$ cat config.mk
export PLATFORM = sky130hd
export DESIGN_NAME = key_click_autorepeat_top_flat
export DESIGN_NICKNAME = d
export VERILOG_FILES = /design/src/rtl/core/kca_pkg.sv /design/src/rtl/core/kca_ifs.sv /design/src/rtl/core/kca_cfg.sv /design/src/rtl/core/kca_step.sv /design/src/rtl/core/key_click_autorepeat_top.sv /design/src/flat_wrapper.sv
export SDC_FILE = /design/constraint.sdc
export NUM_CORES = 1
export LEC_CHECK = 0
export BUFFER_PORTS_ARGS = -buffer_cell sky130_fd_sc_hd__buf_2
export CAP_MARGIN = 15
export CORE_MARGIN = 3
export CORE_UTILIZATION = 35
export CTS_CLUSTER_SIZE = 12
export DETAILED_ROUTE_END_ITERATION = 10
export GPL_ROUTABILITY_DRIVEN = 0
export HOLD_SLACK_MARGIN = 0.05
export SLEW_MARGIN = 20
export SYNTH_ARGS = -nofsm -noshare
export SYNTH_HDL_FRONTEND = slang
export SYNTH_SLANG_ARGS = --single-unit
$ cat constraint.sdc
create_clock -name clk -period 4.4 [get_ports clk]
set_input_delay 0.66 -clock clk [delete_from_list [all_inputs] [get_ports clk]]
set_output_delay 0.66 -clock clk [all_outputs]
set_load 0.02 [all_outputs]
$ cat src/rtl/core/kca_pkg.sv
`default_nettype none

package kca_pkg;

	localparam int unsigned KEY_SLOTS = 16;
	localparam int unsigned IDX_W     = 4;
	localparam int unsigned WORD_W    = 32;
	localparam int unsigned DELAY_W   = 16;
	localparam int unsigned ADDR_W    = 3;

	typedef enum logic {
		CMD_SCAN   = 1'b0,
		CMD_FORGET = 1'b1
	} kca_cmd_t;

	typedef enum logic {
		REG_FIRST_DELAY  = 1'b0,
		REG_REPEAT_DELAY = 1'b1
	} kca_reg_t;

	localparam logic [DELAY_W-1:0] FIRST_DELAY_RST  = 16'd500;
	localparam logic [DELAY_W-1:0] REPEAT_DELAY_RST = 16'd175;

	// key table: group select (1 = group 2 word) and bit mask
	localparam logic [KEY_SLOTS-1:0] KEY_GROUP2 = 16'b0011_1110_0000_0000;

	localparam logic [WORD_W-1:0] KEY_MASK [KEY_SLOTS] = '{
		32'h0000_0800, 32'h0000_1000, 32'h0000_2000, 32'h0000_4000,
		32'h0000_8000, 32'h0004_0000, 32'h0010_0000, 32'h0020_0000,
		32'h0008_0000, 32'h0000_0800, 32'h0000_8000, 32'h000c_0000,
		32'h0008_0000, 32'h0004_0000, 32'h0000_0000, 32'h0000_0000
	};

	typedef struct packed {
		logic              cmd;
		logic [WORD_W-1:0] keys_group0;
		logic [WORD_W-1:0] keys_group2;
		logic [WORD_W-1:0] now_ms;
	} kca_item_t;

	typedef struct packed {
		logic             key_valid;
		logic [IDX_W-1:0] key_index;
	} kca_res_t;

	typedef struct packed {
		logic [DELAY_W-1:0] first_delay_ms;
		logic [DELAY_W-1:0] repeat_delay_ms;
	} kca_cfg_t;

	typedef struct packed {
		logic [WORD_W-1:0] prev_word0;
		logic [WORD_W-1:0] prev_word2;
		logic [WORD_W-1:0] cur_word0;
		logic [WORD_W-1:0] cur_word2;
		logic              held_valid;
		logic [IDX_W-1:0]  held_index;
		logic [WORD_W-1:0] last_report_ms;
		logic              repeating;
	} kca_state_t;

	localparam kca_state_t STATE_RST = '{
		prev_word0:     '1,
		prev_word2:     '1,
		cur_word0:      '1,
		cur_word2:      '1,
		held_valid:     1'b0,
		held_index:     '0,
		last_report_ms: '0,
		repeating:      1'b0
	};

	function automatic logic [WORD_W-1:0] key_word(
		input logic [IDX_W-1:0]  idx,
		input logic [WORD_W-1:0] w0,
		input logic [WORD_W-1:0] w2
	);
		return KEY_GROUP2[idx] ? w2 : w0;
	endfunction

endpackage

`default_nettype wire

$ cat src/rtl/core/kca_ifs.sv
`default_nettype none

interface kca_in_if;
	import kca_pkg::*;
	logic              valid;
	logic              ready;
	logic              cmd;
	logic [WORD_W-1:0] keys_group0;
	logic [WORD_W-1:0] keys_group2;
	logic [WORD_W-1:0] now_ms;

	modport source (output valid, cmd, keys_group0, keys_group2, now_ms, input ready);
	modport sink   (input valid, cmd, keys_group0, keys_group2, now_ms, output ready);
endinterface

interface kca_out_if;
	import kca_pkg::*;
	logic             valid;
	logic             ready;
	logic             key_valid;
	logic [IDX_W-1:0] key_index;

	modport source (output valid, key_valid, key_index, input ready);
	modport sink   (input valid, key_valid, key_index, output ready);
endinterface

`default_nettype wire

$ cat src/rtl/core/kca_cfg.sv
`default_nettype none

module kca_cfg
	import kca_pkg::*;
(
	input  wire logic              clk,
	input  wire logic              arst_n,
	input  wire logic              psel,
	input  wire logic              penable,
	input  wire logic              pwrite,
	input  wire logic [ADDR_W-1:0] paddr,
	input  wire logic [31:0]       pwdata,
	output logic      [31:0]       prdata,
	output logic                   pready,
	output kca_cfg_t               cfg
);

	kca_cfg_t cfg_q;
	kca_reg_t sel;
	logic     wr_en;

	assign pready = 1'b1;
	assign sel    = kca_reg_t'(paddr[2]);
	assign wr_en  = psel && penable && pwrite;
	assign cfg    = cfg_q;

	always_ff @(posedge clk or negedge arst_n) begin
		if (!arst_n) begin
			cfg_q.first_delay_ms  <= FIRST_DELAY_RST;
			cfg_q.repeat_delay_ms <= REPEAT_DELAY_RST;
		end else if (wr_en) begin
			unique case (sel)
				REG_FIRST_DELAY:  cfg_q.first_delay_ms  <= pwdata[DELAY_W-1:0];
				REG_REPEAT_DELAY: cfg_q.repeat_delay_ms <= pwdata[DELAY_W-1:0];
				default:          ;
			endcase
		end
	end

	always_comb begin
		unique case (sel)
			REG_FIRST_DELAY:  prdata = {16'b0, cfg_q.first_delay_ms};
			REG_REPEAT_DELAY: prdata = {16'b0, cfg_q.repeat_delay_ms};
			default:          prdata = '0;
		endcase
	end

	// low address bits select nothing; registers are word aligned
	logic unused_addr;
	assign unused_addr = ^paddr[1:0];

endmodule

`default_nettype wire

$ cat src/rtl/core/kca_step.sv
`default_nettype none

module kca_step
	import kca_pkg::*;
#(
	parameter int unsigned KEY_COUNT = 14
) (
	input  kca_item_t  item,
	input  kca_state_t st,
	input  kca_cfg_t   cfg,
	output kca_state_t nxt,
	output kca_res_t   res
);

	localparam int unsigned SCAN_N = (KEY_COUNT < KEY_SLOTS) ? KEY_COUNT : KEY_SLOTS;

	logic [SCAN_N-1:0] click;
	logic              hit;
	logic [IDX_W-1:0]  hit_idx;
	logic              held_down;
	logic [WORD_W-1:0] elapsed;
	logic [DELAY_W-1:0] limit;

	// click: masked bits were not all low, now all low
	always_comb begin
		for (int i = 0; i < SCAN_N; i++) begin
			click[i] = ((key_word(IDX_W'(i), st.cur_word0, st.cur_word2)
				& KEY_MASK[i]) != '0)
				&& ((key_word(IDX_W'(i), item.keys_group0, item.keys_group2)
				& KEY_MASK[i]) == '0);
		end
	end

	// lowest index wins
	always_comb begin
		hit     = 1'b0;
		hit_idx = '0;
		for (int i = SCAN_N - 1; i >= 0; i--) begin
			if (click[i]) begin
				hit     = 1'b1;
				hit_idx = IDX_W'(i);
			end
		end
	end

	assign held_down = (key_word(st.held_index, item.keys_group0, item.keys_group2)
		& KEY_MASK[st.held_index]) == '0;
	assign elapsed   = item.now_ms - st.last_report_ms;
	assign limit     = st.repeating ? cfg.repeat_delay_ms : cfg.first_delay_ms;

	always_comb begin
		nxt = st;
		res = '0;
		if (kca_cmd_t'(item.cmd) == CMD_FORGET) begin
			nxt.held_valid = 1'b0;
		end else begin
			nxt.prev_word0 = st.cur_word0;
			nxt.prev_word2 = st.cur_word2;
			nxt.cur_word0  = item.keys_group0;
			nxt.cur_word2  = item.keys_group2;
			if (hit) begin
				nxt.held_valid     = 1'b1;
				nxt.held_index     = hit_idx;
				nxt.repeating      = 1'b0;
				nxt.last_report_ms = item.now_ms;
				res.key_valid      = 1'b1;
				res.key_index      = hit_idx;
			end else if (st.held_valid && held_down) begin
				if (elapsed > {16'b0, limit}) begin
					nxt.repeating      = 1'b1;
					nxt.last_report_ms = item.now_ms;
					res.key_valid      = 1'b1;
					res.key_index      = st.held_index;
				end
			end else begin
				nxt.held_valid = 1'b0;
				nxt.held_index = '0;
			end
		end
	end

endmodule

`default_nettype wire

$ cat src/rtl/core/key_click_autorepeat_top.sv
`default_nettype none
// A request accepted into the input register moves on into the output register
//   once that slot is free or draining, and is held there until taken.
// Throughput: one request per cycle while the result side is ready; the combinational step sets the rate.
// Reset (arst_n low, async): key words all ones, no held key, delays 500/175 ms,
//   input and output stages empty.

module key_click_autorepeat_top
	import kca_pkg::*;
#(
	parameter int unsigned KEY_COUNT = 14
) (
	input  wire logic              clk,
	input  wire logic              arst_n,
	kca_in_if.sink                 scan,
	kca_out_if.source              result,
	input  wire logic              psel,
	input  wire logic              penable,
	input  wire logic              pwrite,
	input  wire logic [ADDR_W-1:0] paddr,
	input  wire logic [31:0]       pwdata,
	output logic      [31:0]       prdata,
	output logic                   pready
);

	// config registers
	kca_cfg_t cfg;

	kca_cfg u_cfg (
		.clk     (clk),
		.arst_n  (arst_n),
		.psel    (psel),
		.penable (penable),
		.pwrite  (pwrite),
		.paddr   (paddr),
		.pwdata  (pwdata),
		.prdata  (prdata),
		.pready  (pready),
		.cfg     (cfg)
	);

	// input register stage
	logic      valid_s1;
	kca_item_t item_s1;

	// output register stage
	logic     res_valid_q;
	kca_res_t res_q;

	// scan/repeat state
	kca_state_t st_q;
	kca_state_t st_nxt;
	kca_res_t   res_nxt;

	logic adv;

	// the stage-1 request moves on when the output slot is free or draining
	assign adv        = !res_valid_q || result.ready;
	assign scan.ready = !valid_s1 || adv;

	always_ff @(posedge clk or negedge arst_n) begin
		if (!arst_n) begin
			valid_s1 <= 1'b0;
		end else if (scan.ready) begin
			valid_s1 <= scan.valid;
		end
	end

	always_ff @(posedge clk) begin
		if (scan.valid && scan.ready) begin
			item_s1.cmd         <= scan.cmd;
			item_s1.keys_group0 <= scan.keys_group0;
			item_s1.keys_group2 <= scan.keys_group2;
			item_s1.now_ms      <= scan.now_ms;
		end
	end

	kca_step #(
		.KEY_COUNT (KEY_COUNT)
	) u_step (
		.item (item_s1),
		.st   (st_q),
		.cfg  (cfg),
		.nxt  (st_nxt),
		.res  (res_nxt)
	);

	// state commits only when the request leaves stage 1
	always_ff @(posedge clk or negedge arst_n) begin
		if (!arst_n) begin
			st_q        <= STATE_RST;
			res_valid_q <= 1'b0;
		end else if (valid_s1 && adv) begin
			st_q        <= st_nxt;
			res_valid_q <= 1'b1;
		end else if (result.ready) begin
			res_valid_q <= 1'b0;
		end
	end

	always_ff @(posedge clk) begin
		if (valid_s1 && adv) begin
			res_q <= res_nxt;
		end
	end

	assign result.valid     = res_valid_q;
	assign result.key_valid = res_q.key_valid;
	assign result.key_index = res_q.key_index;

endmodule

`default_nettype wire

$ cat src/flat_wrapper.sv
// flat-port wrapper written by rule: the top's interface ports become plain ports
module key_click_autorepeat_top_flat import kca_pkg::*;
#(
	parameter int unsigned KEY_COUNT = 14
)
  (clk, arst_n, psel, penable, pwrite, paddr, pwdata, prdata, pready, scan_valid, scan_cmd, scan_keys_group0, scan_keys_group2, scan_now_ms, scan_ready, result_valid, result_key_valid, result_key_index, result_ready);
  kca_in_if scan_i ();
  kca_out_if result_i ();
  input  wire logic clk;
  input  wire logic arst_n;
  input  wire logic psel;
  input  wire logic penable;
  input  wire logic pwrite;
  input  wire logic [ADDR_W-1:0] paddr;
  input  wire logic [31:0] pwdata;
  output logic      [31:0] prdata;
  output logic pready;
  input wire logic [$bits(scan_i.valid)-1:0] scan_valid;
  input wire logic [$bits(scan_i.cmd)-1:0] scan_cmd;
  input wire logic [$bits(scan_i.keys_group0)-1:0] scan_keys_group0;
  input wire logic [$bits(scan_i.keys_group2)-1:0] scan_keys_group2;
  input wire logic [$bits(scan_i.now_ms)-1:0] scan_now_ms;
  output wire logic [$bits(scan_i.ready)-1:0] scan_ready;
  output wire logic [$bits(result_i.valid)-1:0] result_valid;
  output wire logic [$bits(result_i.key_valid)-1:0] result_key_valid;
  output wire logic [$bits(result_i.key_index)-1:0] result_key_index;
  input wire logic [$bits(result_i.ready)-1:0] result_ready;
  assign scan_i.valid = scan_valid;
  assign scan_i.cmd = scan_cmd;
  assign scan_i.keys_group0 = scan_keys_group0;
  assign scan_i.keys_group2 = scan_keys_group2;
  assign scan_i.now_ms = scan_now_ms;
  assign scan_ready = scan_i.ready;
  assign result_valid = result_i.valid;
  assign result_key_valid = result_i.key_valid;
  assign result_key_index = result_i.key_index;
  assign result_i.ready = result_ready;
  key_click_autorepeat_top #(.KEY_COUNT(KEY_COUNT)) u_core (.clk(clk), .arst_n(arst_n), .scan(scan_i), .result(result_i), .psel(psel), .penable(penable), .pwrite(pwrite), .paddr(paddr), .pwdata(pwdata), .prdata(prdata), .pready(pready));
endmodule
==> impl_metrics.json <==
{
  "status": "completed",
  "core_area_um2": 23100,
  "cellLeakagePower_nw": 4.32,
  "sw_frac_of_total": 0.372,
  "cts_buffers": 17,
  "ir_drop_uv": 206,
  "power_density_nw_per_um2": 551,
  "worst_pin_slew_ns": 1.02,
  "cpPeakStageDelay_ns": 0.43,
  "cts_sinks": 136,
  "rsz0062_at_grt": "yes",
  "fillCellCount": 2197,
  "grt_pass1_wl_mm": 31.0,
  "fin_crit_ns": 4.32,
  "grt_max_degree": 67,
  "cts_tree": "yes",
  "die_w_um": 161,
  "dpl.cell_count": 1167,
  "nets": 1071,
  "fin_util": 0.436,
  "synth_warnings": 0,
  "synth-edff-count": 51,
  "dp_hpwl_mm": 14.0,
  "grt_pass1_vias": 6168,
  "synth_area_per_cell_um2": 11.0,
  "arrival_ns": 4.64,
  "min_period_over_period": 0.983,
  "p_seq_frac": 0.319,
  "ys_ff_latch": 136,
  "yosys_most_used_dff": "dfrtp_1",
  "multi_input_area_um2": 4400,
  "diodes": 0,
  "start_kind": "flip-flop",
  "wirelength_mm": 19.5,
  "clockBufferDepth": 2,
  "timing.critical_path.to_type": "flip-flop",
  "crit_required_ns": 4.71,
  "hold_viol_final": 0,
  "initial_utilization": 0.363,
  "fp-row-count": 55,
  "cts_root_buf": "clkbuf_16",
  "final_common_cell": "buf_2",
  "port_buffers": 92,
  "overflow": 0,
  "fin_tns_setup_ns": 0,
  "wire_per_inst_um": 16.2,
  "syn_to_final_growth_pct": 20.1,
  "drc": 0,
  "fp.dieH_um": 161,
  "dieArea_um2": 25800,
  "syn-instance-count": 762,
  "crit_chain": "ha_4, and2_4, a221oi_4, a21oi_2, a211oi_4, buf_4, xnor2_1, ha_1, nand2_1, nor2_4, buf_6, o311ai_2, a21oi_2, nor4_2, nand4_1, o41ai_2, buf_4, a21oi_4, clkbuf_16, mux2_2",
  "synth_area_um2": 8370,
  "clk_latency_ns": 0.43,
  "power.clock.fraction": 0.246,
  "final_cell_mix": "buf_2 (91), mux2_2 (65), nand2_1 (61)",
  "synth_cell_types": 76,
  "viasPerCell": 5.05,
  "drv_slew": 0,
  "pin_count": 179,
  "net-switching-power_mw": 2.06,
  "antenna_found_initial": 2,
  "hp-class": "in2async",
  "combPwrFrac": 0.435,
  "fin_skew_ns": 0.0111,
  "preCtsSetupSlack_ns": -0.126,
  "dr.first_iter.drc_count": 246,
  "max_slew_margin": 0.316,
  "seq_area_um2": 3690,
  "slowest_stage": "edfxtp_1",
  "vias": 6086,
  "setup_violations": 0,
  "grt_usage": 0.151,
  "seq_area_frac_synth": 0.441,
  "postSynth.asyncResetShare": 0.625,
  "max_freq_ghz": 0.231,
  "r2r_cells": 20,
  "critical_path_class": "reg2reg",
  "final_cells": 1206,
  "power_mw": 5.54,
  "p_int_mw": 3.48,
  "ant_nets": 0,
  "clkTransAtPathRegs_ns": 0.06,
  "h-tree-depth": 4,
  "drive_above_1_share": 0.358,
  "dr.pass1.iters": 4,
  "ctsHoldBuffers": 0,
  "critPathMaxFanout": 7,
  "drv_cap": 0,
  "worst_slack_ns": 0.0764
}
[stage by stage]
step,hold WS (ns),instance area [um^2]
after floorplan,0.364,8420
after global placement,0.464,9260
after detailed placement,0.482,9260
after CTS,0.378,9830
after global routing,0.378,10000
final,0.364,10000
[layer usage]
| metal | GRT usage | routed length, um | share of wire | vias up |
|---|---|---|---|---|
| li1 | - | - | - | 2972 |
| met1 | 0.194 | 9100 | 0.47 | 2944 |
| met2 | 0.243 | 9090 | 0.47 | 139 |
| met3 | 0.0405 | 930 | 0.048 | 27 |
| met4 | 0.0548 | 333 | 0.017 | 4 |
| met5 | 0 | 33 | 0.0017 | - |
[critical path: cells and delay by family (launching register included)]
| kind | cells | cell delay, ns |
|---|---|---|
| muxes | 1 | 0.34 |
| DFF | 1 | 0.43 |
| xor gates and xnor gates | 1 | 0.09 |
| and+or+nand+nor | 5 | 0.62 |
| AOI/OAI and AO/OA | 7 | 1.45 |
| adders and majority gates | 2 | 0.55 |
| buffers and inverters | 4 | 0.73 |
[final cells by class]
| class | count | area share |
|---|---|---|
| multi-input cells | 549 | 0.438 |
| flip-flops and latches | 136 | 0.367 |
| repair buffers | 128 | 0.0818 |
| clock buffers | 21 | 0.0470 |
| well taps | 313 | 0.0390 |
| inverters | 48 | 0.0179 |
| clock inverters | 11 | 0.00885 |
[power by group through the flow]
stage | clock, mW | combinational (mW) | sequential [mW]
after floorplan | 0 | 1.72 | 1.72
after global placement | 0 | 2.23 | 1.78
after detailed placement | 0 | 2.26 | 1.78
after CTS | 1.41 | 2.28 | 1.76
after global routing | 1.46 | 2.68 | 1.80
final | 1.36 | 2.41 | 1.76
[what timing repair did]
| action | CTS | global route |
|---|---|---|
| pin swaps | 3 | 12 |
| gates cloned | 0 | 4 |
| resized for setup | 2 | 30 |
| setup endpoints to repair | 36 | 38 |
| setup buffers | 0 | 3 |
[cells by family (layout without fill, tap and decap cells)]
kind of cell,after synthesis,count (layout),share of synthesized area
other,2,17,0.000898
AO/OA/AOI/OAI,161,161,0.127
buffers and inverters,92,208,0.0541
multiplexers,118,118,0.168
flip-flops,136,136,0.441
XOR/XNOR,22,22,0.0230
AND/OR/NAND/NOR,179,179,0.107
adder cells (fa/ha/maj),52,52,0.0787
[synth_stat cells, drive strengths merged, types with 14 or more instances]
| master | n | area (um^2) |
|---|---|---|
| nand2b | 14 | 87.6 |
| a21oi | 56 | 288 |
| edfxtp | 51 | 1530 |
| dfstp | 25 | 657 |
| ha | 51 | 638 |
| mux2 | 94 | 1170 |
| nand3 | 15 | 75.1 |
| nand2 | 63 | 236 |
| xor2 | 14 | 123 |
| clkbuf | 17 | 65.1 |
| inv | 48 | 180 |
| o21ai | 42 | 210 |
| nor2 | 28 | 105 |
| buf | 27 | 208 |
| dfrtp | 60 | 1500 |
| mux2i | 24 | 240 |
[worst paths after layout]
path                                        start              endpoint  slack (ns)
worst max-delay path            u_core.item_s1[3]        u_core.st_q[3]        0.08
worst min-delay path                       arst_n       u_core.st_q[19]        0.36
worst max register to register  u_core.item_s1[3]        u_core.st_q[3]        0.08
worst min register to register    u_core.valid_s1   u_core.result.valid        0.49
max in group asynchronous                  arst_n  u_core.u_cfg.cfg[24]        3.17
min in group clk                  scan_now_ms[13]    u_core.item_s1[13]        0.40
[flip-flops by register name, summed over array words and instances, names as in the netlist]
register,count
u_core.result.key_valid,1
u_core.result.valid,1
u_core.st_q,51
u_core.valid_s1,1
u_core.result.key_index,4
u_core.item_s1,46
u_core.u_cfg.cfg,32
(Power assumes the default switching activity.)
